[config.mk]
export PLATFORM = sky130hd
export DESIGN_NAME = angle_sensor_frame_tracker
export DESIGN_NICKNAME = d
export VERILOG_FILES = /design/src/sv/asft_pkg.sv /design/src/sv/asft_front.sv /design/src/sv/asft_queue.sv /design/src/sv/asft_back.sv /design/src/sv/angle_sensor_frame_tracker.sv
export SDC_FILE = /design/constraint.sdc
export NUM_CORES = 1
export LEC_CHECK = 0
export BUFFER_PORTS_ARGS = -buffer_cell sky130_fd_sc_hd__buf_2
export CORE_ASPECT_RATIO = 1.2
export CORE_MARGIN = 2
export CORE_UTILIZATION = 60
export CTS_CLUSTER_DIAMETER = 150
export DETAILED_ROUTE_END_ITERATION = 12
export GPL_ROUTABILITY_DRIVEN = 1
export PLACE_DENSITY = 0.89
export SLEW_MARGIN = 5
export SYNTH_ARGS = -nofsm -noshare
export SYNTH_HDL_FRONTEND = slang
export SYNTH_SLANG_ARGS = --single-unit
[constraint.sdc]
create_clock -name i_clk -period 11.6 [get_ports i_clk]
set_clock_uncertainty 0.05 [all_clocks]
set_input_delay 0.58 -clock i_clk [delete_from_list [all_inputs] [get_ports i_clk]]
set_output_delay 0.58 -clock i_clk [all_outputs]
set_load 0.005 [all_outputs]
[src/sv/asft_pkg.sv]
package asft_pkg;

    localparam int ANGLE_W = 16;
    localparam int POS_W   = 30;

    typedef enum logic [2:0] {
        ST_OK        = 3'd0,
        ST_SYS_ERR   = 3'd1,
        ST_IF_ERR    = 3'd2,
        ST_ANGLE_ERR = 3'd3,
        ST_CRC_ERR   = 3'd4
    } t_status;

    typedef enum logic [1:0] {
        CFG_SYS_MASK   = 2'd0,
        CFG_IF_MASK    = 2'd1,
        CFG_ANGLE_MASK = 2'd2,
        CFG_WRAP_THR   = 2'd3
    } t_cfg_idx;

    typedef struct packed {
        logic [15:0] sys_mask;
        logic [15:0] if_mask;
        logic [15:0] angle_mask;
        logic [13:0] wrap_threshold;
    } t_cfg;

    // one classified frame on its way from front to back
    typedef struct packed {
        t_status              status;
        logic [ANGLE_W-1:0]   angle;
    } t_item;

endpackage

[src/sv/asft_front.sv]
module asft_front #(
    parameter int COUNTS_PER_TURN = 8192
) (
    input  logic                i_valid,
    output logic                o_stall,
    input  logic [15:0]         i_command_word,
    input  logic [15:0]         i_angle_word,
    input  logic [15:0]         i_safety_word,
    input  asft_pkg::t_cfg      i_cfg,
    input  logic                i_full,
    output logic                o_push,
    output asft_pkg::t_item     o_item
);
    import asft_pkg::*;

    localparam logic [7:0] CRC_POLY = 8'h1d;
    localparam logic [7:0] CRC_INIT = 8'hff;
    localparam int         RAW_W    = 13;
    localparam int         PROD_W   = RAW_W + ANGLE_W;

    function automatic logic [7:0] crc8_update(input logic [7:0] crc, input logic [7:0] data);
        logic [7:0] c;
        c = crc ^ data;
        for (int b = 0; b < 8; b++) begin
            c = c[7] ? ((c << 1) ^ CRC_POLY) : (c << 1);
        end
        return c;
    endfunction

    logic [7:0]         crc;
    logic [RAW_W-1:0]   raw;
    logic [PROD_W-1:0]  prod;
    t_status            status;

    always_comb begin
        crc = crc8_update(CRC_INIT, i_command_word[15:8]);
        crc = crc8_update(crc, i_command_word[7:0]);
        crc = crc8_update(crc, i_angle_word[15:8]);
        crc = crc8_update(crc, i_angle_word[7:0]);

        // status bits are active low, checked in priority order
        if ((i_safety_word & i_cfg.sys_mask) == 16'd0) begin
            status = ST_SYS_ERR;
        end else if ((i_safety_word & i_cfg.if_mask) == 16'd0) begin
            status = ST_IF_ERR;
        end else if ((i_safety_word & i_cfg.angle_mask) == 16'd0) begin
            status = ST_ANGLE_ERR;
        end else if (i_safety_word[7:0] != ~crc) begin
            status = ST_CRC_ERR;
        end else begin
            status = ST_OK;
        end
    end

    // raw angle counts down; rescale from 13 bits to counts per turn
    assign raw  = i_angle_word[14:2];
    assign prod = PROD_W'(raw) * PROD_W'(COUNTS_PER_TURN);

    assign o_item.status = status;
    assign o_item.angle  = ANGLE_W'(COUNTS_PER_TURN) - prod[PROD_W-1:RAW_W];

    assign o_stall = i_full;
    assign o_push  = i_valid && !i_full;

endmodule

[src/sv/asft_queue.sv]
module asft_queue (
    input  logic            i_clk,
    input  logic            i_rst_n,
    input  logic            i_push,
    input  asft_pkg::t_item i_item,
    output logic            o_full,
    output logic            o_valid,
    output asft_pkg::t_item o_item,
    input  logic            i_pop
);
    import asft_pkg::*;

    localparam int QDEPTH = 2;
    localparam int PTR_W  = $clog2(QDEPTH);
    localparam int CNT_W  = $clog2(QDEPTH + 1);

    t_item              r_mem [QDEPTH];
    logic [PTR_W-1:0]   r_wp;
    logic [PTR_W-1:0]   r_rp;
    logic [CNT_W-1:0]   r_cnt;
    logic [PTR_W-1:0]   n_wp;
    logic [PTR_W-1:0]   n_rp;
    logic               do_pop;

    assign o_full  = (r_cnt == CNT_W'(QDEPTH));
    assign o_valid = (r_cnt != '0);
    assign o_item  = r_mem[r_rp];
    assign do_pop  = i_pop && o_valid;

    assign n_wp = (r_wp == PTR_W'(QDEPTH - 1)) ? '0 : r_wp + PTR_W'(1);
    assign n_rp = (r_rp == PTR_W'(QDEPTH - 1)) ? '0 : r_rp + PTR_W'(1);

    always_ff @(posedge i_clk) begin
        if (i_push) begin
            r_mem[r_wp] <= i_item;
        end
    end

    always_ff @(posedge i_clk) begin
        if (!i_rst_n) begin
            r_wp  <= '0;
            r_rp  <= '0;
            r_cnt <= '0;
        end else begin
            if (i_push) begin
                r_wp <= n_wp;
            end
            if (do_pop) begin
                r_rp <= n_rp;
            end
            if (i_push && !do_pop) begin
                r_cnt <= r_cnt + CNT_W'(1);
            end else if (!i_push && do_pop) begin
                r_cnt <= r_cnt - CNT_W'(1);
            end
        end
    end

endmodule

[src/sv/asft_back.sv]
module asft_back #(
    parameter int COUNTS_PER_TURN = 8192,
    parameter int TURN_BITS       = 16
) (
    input  logic                i_clk,
    input  logic                i_rst_n,
    input  logic                i_q_valid,
    input  asft_pkg::t_item     i_q_item,
    output logic                o_pop,
    input  logic [13:0]         i_wrap_threshold,
    output logic                o_valid,
    input  logic                i_stall,
    output logic [2:0]          o_status,
    output logic [13:0]         o_angle_counts,
    output logic signed [15:0]  o_turn_count,
    output logic                o_moving_up,
    output logic signed [29:0]  o_position
);
    import asft_pkg::*;

    localparam int     DIFF_W = ANGLE_W + 2;
    localparam longint TMAX_L = (longint'(1) <<< (TURN_BITS - 1)) - 1;
    localparam longint TMIN_L = -(longint'(1) <<< (TURN_BITS - 1));
    localparam logic [TURN_BITS-1:0] T_MAX   = TURN_BITS'(TMAX_L);
    localparam logic [TURN_BITS-1:0] T_MIN   = TURN_BITS'(TMIN_L);
    // turns * counts, modulo the position width, at the two wrap points
    localparam logic [POS_W-1:0]     TC_MAX  = POS_W'(TMAX_L * longint'(COUNTS_PER_TURN));
    localparam logic [POS_W-1:0]     TC_MIN  = POS_W'(TMIN_L * longint'(COUNTS_PER_TURN));
    localparam logic [POS_W-1:0]     TC_STEP = POS_W'(COUNTS_PER_TURN);

    logic                   r_out_valid;
    t_status                r_status;
    logic [13:0]            r_prev;
    logic [TURN_BITS-1:0]   r_turns;
    logic [POS_W-1:0]       r_tc;
    logic                   r_seeded;
    logic                   r_up;
    logic [POS_W-1:0]       r_pos;

    logic [13:0]            n_prev;
    logic [TURN_BITS-1:0]   n_turns;
    logic [POS_W-1:0]       n_tc;
    logic                   n_seeded;
    logic                   n_up;
    logic [POS_W-1:0]       n_pos;

    logic signed [DIFF_W-1:0] diff;
    logic [DIFF_W-1:0]        mag;
    logic                     wrap;
    logic                     pos_jump;

    assign o_pop = i_q_valid && (!r_out_valid || !i_stall);

    assign diff     = signed'(DIFF_W'(i_q_item.angle)) - signed'(DIFF_W'(r_prev));
    assign mag      = diff[DIFF_W-1] ? DIFF_W'(-diff) : DIFF_W'(diff);
    assign wrap     = mag > DIFF_W'(i_wrap_threshold);
    assign pos_jump = !diff[DIFF_W-1] && (diff != '0);

    always_comb begin
        n_prev   = r_prev;
        n_turns  = r_turns;
        n_tc     = r_tc;
        n_seeded = r_seeded;
        n_up     = r_up;
        if (i_q_item.status == ST_OK) begin
            n_prev = i_q_item.angle[13:0];
            if (!r_seeded) begin
                n_seeded = 1'b1;
                n_up     = 1'b0;
            end else begin
                n_up = pos_jump;
                if (wrap && pos_jump) begin
                    n_turns = r_turns - TURN_BITS'(1);
                    n_tc    = (r_turns == T_MIN) ? TC_MAX : r_tc - TC_STEP;
                end else if (wrap) begin
                    n_turns = r_turns + TURN_BITS'(1);
                    n_tc    = (r_turns == T_MAX) ? TC_MIN : r_tc + TC_STEP;
                end
            end
        end
        n_pos = n_tc + POS_W'(n_prev);
    end

    always_ff @(posedge i_clk) begin
        if (!i_rst_n) begin
            r_out_valid <= 1'b0;
            r_prev      <= '0;
            r_turns     <= '0;
            r_tc        <= '0;
            r_seeded    <= 1'b0;
            r_up        <= 1'b0;
        end else begin
            if (o_pop) begin
                r_out_valid <= 1'b1;
                r_prev      <= n_prev;
                r_turns     <= n_turns;
                r_tc        <= n_tc;
                r_seeded    <= n_seeded;
                r_up        <= n_up;
            end else if (!i_stall) begin
                r_out_valid <= 1'b0;
            end
        end
    end

    always_ff @(posedge i_clk) begin
        if (o_pop) begin
            r_status <= i_q_item.status;
            r_pos    <= n_pos;
        end
    end

    assign o_valid        = r_out_valid;
    assign o_status       = r_status;
    assign o_angle_counts = r_prev;
    assign o_turn_count   = signed'(16'(r_turns));
    assign o_moving_up    = r_up;
    assign o_position     = signed'(r_pos);

endmodule

[src/sv/angle_sensor_frame_tracker.sv]
// angle sensor frame tracker
// input channel: i_valid / o_stall with the command, angle and safety words of
// one sensor frame; a transfer happens on a clock edge with i_valid high and
// o_stall low. output channel: o_valid / i_stall with status, angle, turn
// count, direction and multi-turn position; one result per input frame.
// the front checks the status bits and the crc-8 of the frame in the cycle of
// the transfer and writes the classified frame into a two-entry queue; the
// back pops it, updates the turn tracking state and loads the output register.
// o_valid rises once the frame has passed the queue and the output register;
// one frame per cycle is sustained while the receiver does not stall.
// when the receiver stalls, the output holds, the queue fills and o_stall
// rises once both entries are taken.
// reset (synchronous, active low) empties the queue and output, clears the
// tracking state and loads the default masks and wrap threshold.
// configuration: i_cfg_we writes i_cfg_data to register i_cfg_idx; the user must
// write only while the block is idle, and the block itself does not enforce it.
module angle_sensor_frame_tracker #(
    parameter int COUNTS_PER_TURN = 8192,
    parameter int TURN_BITS       = 16
) (
    input  logic                i_clk,
    input  logic                i_rst_n,
    input  logic                i_cfg_we,
    input  logic [1:0]          i_cfg_idx,
    input  logic [15:0]         i_cfg_data,
    input  logic                i_valid,
    output logic                o_stall,
    input  logic [15:0]         i_command_word,
    input  logic [15:0]         i_angle_word,
    input  logic [15:0]         i_safety_word,
    output logic                o_valid,
    input  logic                i_stall,
    output logic [2:0]          o_status,
    output logic [13:0]         o_angle_counts,
    output logic signed [15:0]  o_turn_count,
    output logic                o_moving_up,
    output logic signed [29:0]  o_position
);
    import asft_pkg::*;

    t_cfg   r_cfg;
    logic   push;
    t_item  push_item;
    logic   q_full;
    logic   q_valid;
    t_item  q_item;
    logic   pop;

    always_ff @(posedge i_clk) begin
        if (!i_rst_n) begin
            r_cfg.sys_mask       <= 16'h4000;
            r_cfg.if_mask        <= 16'h2000;
            r_cfg.angle_mask     <= 16'h1000;
            r_cfg.wrap_threshold <= 14'd6553;
        end else if (i_cfg_we) begin
            unique case (t_cfg_idx'(i_cfg_idx))
                CFG_SYS_MASK:   r_cfg.sys_mask       <= i_cfg_data;
                CFG_IF_MASK:    r_cfg.if_mask        <= i_cfg_data;
                CFG_ANGLE_MASK: r_cfg.angle_mask     <= i_cfg_data;
                CFG_WRAP_THR:   r_cfg.wrap_threshold <= i_cfg_data[13:0];
                default:        r_cfg.sys_mask       <= r_cfg.sys_mask;
            endcase
        end
    end

    asft_front #(
        .COUNTS_PER_TURN(COUNTS_PER_TURN)
    ) u_front (
        .i_valid        (i_valid),
        .o_stall        (o_stall),
        .i_command_word (i_command_word),
        .i_angle_word   (i_angle_word),
        .i_safety_word  (i_safety_word),
        .i_cfg          (r_cfg),
        .i_full         (q_full),
        .o_push         (push),
        .o_item         (push_item)
    );

    asft_queue u_queue (
        .i_clk   (i_clk),
        .i_rst_n (i_rst_n),
        .i_push  (push),
        .i_item  (push_item),
        .o_full  (q_full),
        .o_valid (q_valid),
        .o_item  (q_item),
        .i_pop   (pop)
    );

    asft_back #(
        .COUNTS_PER_TURN(COUNTS_PER_TURN),
        .TURN_BITS      (TURN_BITS)
    ) u_back (
        .i_clk            (i_clk),
        .i_rst_n          (i_rst_n),
        .i_q_valid        (q_valid),
        .i_q_item         (q_item),
        .o_pop            (pop),
        .i_wrap_threshold (r_cfg.wrap_threshold),
        .o_valid          (o_valid),
        .i_stall          (i_stall),
        .o_status         (o_status),
        .o_angle_counts   (o_angle_counts),
        .o_turn_count     (o_turn_count),
        .o_moving_up      (o_moving_up),
        .o_position       (o_position)
    );

endmodule
# Yosys cells after proc, flatten, opt, wreduce, memory -nomap -nowiden
# Memory sizes are Yosys's and may differ from the RTL's. A register that Yosys moved wholly into a read port is not among the register bits.
# Index checks and enable logic that the tools add are counted.
# classes
n_bitwise	40
magnitude_cmp	1
n_eq_ne	8
addsub	12
muxes	57
reduce_logical	29
# ops
operator	n
30-bit 2-to-1 mux	6
5-bit 2-to-1 mux	32
4-bit inverter	32
16-bit bitwise AND	3
16-bit logical NOT	3
16-bit 2-to-1 mux	2
30-bit by 14-bit adder with 30-bit output	1
30-bit by 14-bit adder with 30-bit output, second input constant	1
30-bit by 14-bit subtractor with 30-bit output, second input constant	1
8-bit XOR	3
18-bit by 14-bit > comparator with 1-bit output	1
18-bit 2-to-1 mux	1
18-bit negator	1
18-bit nonzero test	1
16-bit by 14-bit subtractor with 17-bit output	1
16-bit by 1-bit adder with 16-bit output, second input constant	1
16-bit by 15-bit == test with 1-bit output, second input constant	1
16-bit == test, second input constant	1
8-bit inverter	2
16-bit by 1-bit subtractor with 16-bit output, second input constant	1
14-bit by 13-bit subtractor with 15-bit output, first input constant	1
14-bit 2-to-1 mux	1
3-bit 2-to-1 mux	4
2-bit AND reduction	5
other kinds (16)	41
# totals
word_cells	163
input_bits	71
ramBits	38
n_memories	1
reg_bits	162
output_inout_bits	66
# mem_list
memory	depth	word_bits	rd	rd_ports_with_merged_regs	wr	line	source
u_queue.r_mem	2	19	1	1	1	asft_queue.sv:17	t_item r_mem [QDEPTH];

# Logic depth before layout (Yosys ltp)
# logic_depth
ltp_word	74
depth_mapped	43
ltp_nobuf	39

# Cells and area by module
# A second synthesis with hierarchy kept.
# hier_totals
hier_cells	1441
area_unflattened_um2	13653.1
# modules_own_cells
mod	seq_area_each_um2	cells_each	area_each_um2	instances
asft_back	2252.2	949	7767.4	1
angle_sensor_frame_tracker	1241.2	236	2416.1	1
asft_front	0.0	175	1881.8	1
asft_queue	1241.2	81	1587.8	1

# Worst setup path after synthesis
# Ideal clock, no wire load.
# synth_timing
path_kind	register -> register
start	register with a tool-made name
end	register u_back.r_pos[28] (netlist: u_back.o_position[28]), data pin
path_stages_with_launch	43
t_arrival_ps	8216
n_path_buf	4
path_slack_ps	3075
required_ps	11291
setup_ps	259
period_less_slack_ps	8525
cell_sequence	dfxtp_1 > clkbuf_1 > clkbuf_1 > mux2i_1 > inv_1 > ha_1 > nor3_1 > nor3b_2 > o2111ai_1 > a21boi_0 > o21a_1 > or2_2 > clkbuf_1 > a31oi_1 > xor2_1 > ha_1 > a21o_1 > a21oi_1 > (+7 left out) > clkbuf_1 > nor2b_1 > ha_1 > inv_1 > fa_1 > nor2b_1 > o21ai_0 > a21boi_0 > o21ai_0 > a21boi_0 > o21ai_0 > nand2b_1 > a21o_1 > a2111oi_0 > o311a_1 > nor4_4 > nand4_1 > xor2_1
# synth_rtl
item	line	source
end signal, assigned	asft_back.sv:109	r_pos <= n_pos;
end, declared	asft_back.sv:38	logic [POS_W-1:0] r_pos;

==> qor.yml <==
status:
  outcome: "completed"
final_layout:
  layout.cells.most_common_list: "223 x nand2_1, 136 x buf_2, 130 x dfxtp_1"
  fillers: 1523
  area_delta_synth_final_pct: 11.59
  drive_gt1_share_pct: 14.69
  final_util_pct: 67.94
  final-instance-count-excl-fill: 1842
  final_net_count: 1694
  n_antenna_cell: 0
  final_common_cell: "nand2_1"
clock_network:
  numCtsBuffers: 17
  cts_root_buf: "clkbuf_16"
  cts_sinks: 197
  clk-insertion-delay-late_ns: 0.44
  cts_setup_buffers: 0
  cts_tree: "done"
  htree_num_levels: 4
  clkTransAtPathRegs_ns: 0.08
  postCtsResizedCells: 0
  cts_hold_buf: 0
  clockBufferDepth: 2
sta:
  worst_pin_slew_ns: 1.088
  fin_ws_ns: 2.019
  slew_violations: 0
  tns_ns: 0
  period_minus_slack_ns: 9.581
  timing.fmax_ghz: 0.1044
  fin_crit_sh_pct: 82.59
  setup_violations: 0
  relSlewSlack_pct: 27.36
  hold_viol_final: 0
  rsz0062_at_grt: "false"
pwr:
  internal-power_uw: 2134
  p_per_area_nw_per_um2: 278.2
  clkPwrFrac_pct: 16.1
  ir_worst_vdd_v: 0.0002347
  p_sw_uw: 1803
  p_leak_uw: 0.005906
  pwr-share-seq_pct: 22.7
  p_sw_share_pct: 45.80
  combPwrFrac_pct: 61.3
  power.total_uw: 3936
route:
  wl_per_cell_um: 17.22
  drt_iter0_markers: 836
  vias: 11200
  vias_per_cell: 6.080
  drc: 0
  drtPass1Iterations: 7
  routed_wl_um: 31720
  drtAntennaViolNets: 0
setup_path:
  start_kind: "flop"
  crit_path_top_delay_cell: "dfxtp_1"
  max_stage_delay_ns: 0.91
  cpMostUsedCell: "o21ai_0"
  required_ns: 11.72
  cp.arrival_ns: 9.70
  cp-end-kind: "flop"
  cp_max_fo: 17
  path_class: "reg -> reg"
floorplanning:
  die_y_um: 163.2
  start_util_pct: 60.88
  die_area_um2: 22320
  ios: 137
  core_region_area_um2: 20830
  rows: 58
  chipWidth_um: 136.7
logic_synthesis:
  synth_cells: 1467
  synth_edf_count: 67
  synth.distinct_cells: 89
  synth-compound-area-share_pct: 19.56
  synth_area_um2: 12680
  synth.area.top_cells: "dfxtp_1 21%, edfxtp_1 16%, xnor2_1 6.9%"
  ys_async_sr_fraction_pct: 0
  yosys.area.top_type: "dfxtp_1"
  synthFlopType: "dfxtp_1"
  ys_warn_count: 0
  synth_xor_area_share_pct: 12.39
  avgSynthCellArea_um2: 8.643
  synthMuxAreaShare_pct: 1.539
  synthSimpleGateAreaFrac_pct: 18.94
  synth_top_family_by_area: "compound AO/OA/AOI/OAI gates"
  ys_ff_latch: 197
  synth_top_area_share_pct: 20.52
  synthAdderAreaFrac_pct: 6.493
  ys_seq_area_share_pct: 36.39
  syn_nets: 1602
worst_hold_path:
  min_path_type: "in -> reg"
grt:
  grt_max_degree: 66
  grt-ovfl-total: 0
  antenna_found_initial: 0
  grt_pass1_wl_um: 52020
  grt_pass1_vias: 10780
  grtUsageTotal_pct: 29.07
place:
  gp_congestion: 0.9656
  port-buffer-count: 136
  hpwl_um: 23100
  dp.cells: 1810
  preCtsSetupSlack_ns: 2.183
job:
  maxCapViolations: 0
-- power groups by stage --
stage          Clock [uW]  Sequential, uW  Combinational (uW)
2_1_floorplan           0             895                1850
4_1_cts               640             893                2370
5_1_grt               665             902                2660
3_3_place_gp            0             902                2260
3_5_place_dp            0             908                2350
6_report              633             892                2410
-- registers in the layout, indices dropped and copies added, names as in the netlist, named ones only --
name / flops
u_back.o_position: 30
r_cfg: 62
u_queue.r_mem: 34
u_back.o_status: 3
u_back.r_seeded: 1
u_back.o_turn_count: 16
u_back.o_moving_up: 1
u_queue.r_cnt: 2
u_queue.r_rp: 1
u_queue.r_wp: 1
u_back.o_valid: 1
u_back.r_tc: 30
u_back.o_angle_counts: 14
-- final timing paths --
path | from | end | slack [ns] | depth (start not counted)
min reg2reg | u_back.r_tc[12] | u_back.r_tc[12] | 0.41 | 1
max reg2reg | flop | u_back.o_position[20] | 2.02 | 38
max | flop | u_back.o_position[20] | 2.02 | 38
min | i_cfg_data[15] | r_cfg[45] | 0.36 | 3
-- worst max-delay path, delay by kind of cell (launching register included) --
| kind | cells | cell delay [ns] |
|---|---|---|
| fa+ha+maj | 4 | 1.20 |
| mux | 1 | 0.36 |
| xor+xnor | 2 | 0.31 |
| flops | 1 | 0.91 |
| compound gates | 20 | 4.78 |
| buf+inv | 2 | 0.26 |
| simple gates | 9 | 1.44 |
-- cells in the mapped netlist (all sizes together), types with 18 or more instances --
library cell / number
a21boi: 18
a21o: 19
a21oi: 121
a22oi: 20
and2: 25
clkbuf: 62
dfxtp: 130
edfxtp: 67
ha: 61
inv: 79
nand2: 223
nand3: 30
nor2: 72
nor2b: 20
nor3: 25
o21ai: 68
xnor2: 104
xor2: 59
-- layer usage --
metal / share of wire (%) / vias to the layer above / wire [um] / GRT usage [%]
met5: 0 / - / 0 / 0
met1: 39 / 5256 / 12300 / 34.55
li1: - / 5376 / - / -
met2: 50 / 466 / 15940 / 50.36
met3: 6.4 / 102 / 2028 / 5.245
met4: 4.6 / 0 / 1457 / 13.87
-- cell families (layout without fill, tap and decap cells) --
logic type	count (synthesis)	in the layout
AOI/OAI and AO/OA	372	372
xor gates and xnor gates	168	168
adders and majority gates	64	64
DFF	197	197
muxes	19	19
and+or+nand+nor	493	493
buffers and inverters	154	259
-- per-stage QoR --
step	instance area, um2	hold slack [ns]
finish	14150	0.3556
global route	14150	0.3456
CTS	14150	0.3434
detailed placement	13500	0.3863
global placement	13500	0.3846
floorplan	12680	0.3714
-- cell type report --
class	instances	area [um2]	share of cell area, %
Timing Repair Buffer	147	763.2	5.394
Clock inverter	12	147.6	1.043
Sequential cell	197	4614	32.61
Multi-Input combinational cell	1116	7486	52.90
Clock buffer	20	500.5	3.537
Tap cell	270	337.8	2.387
Inverter	80	300.3	2.122
Note: power is estimated with default switching activity, not from simulation.
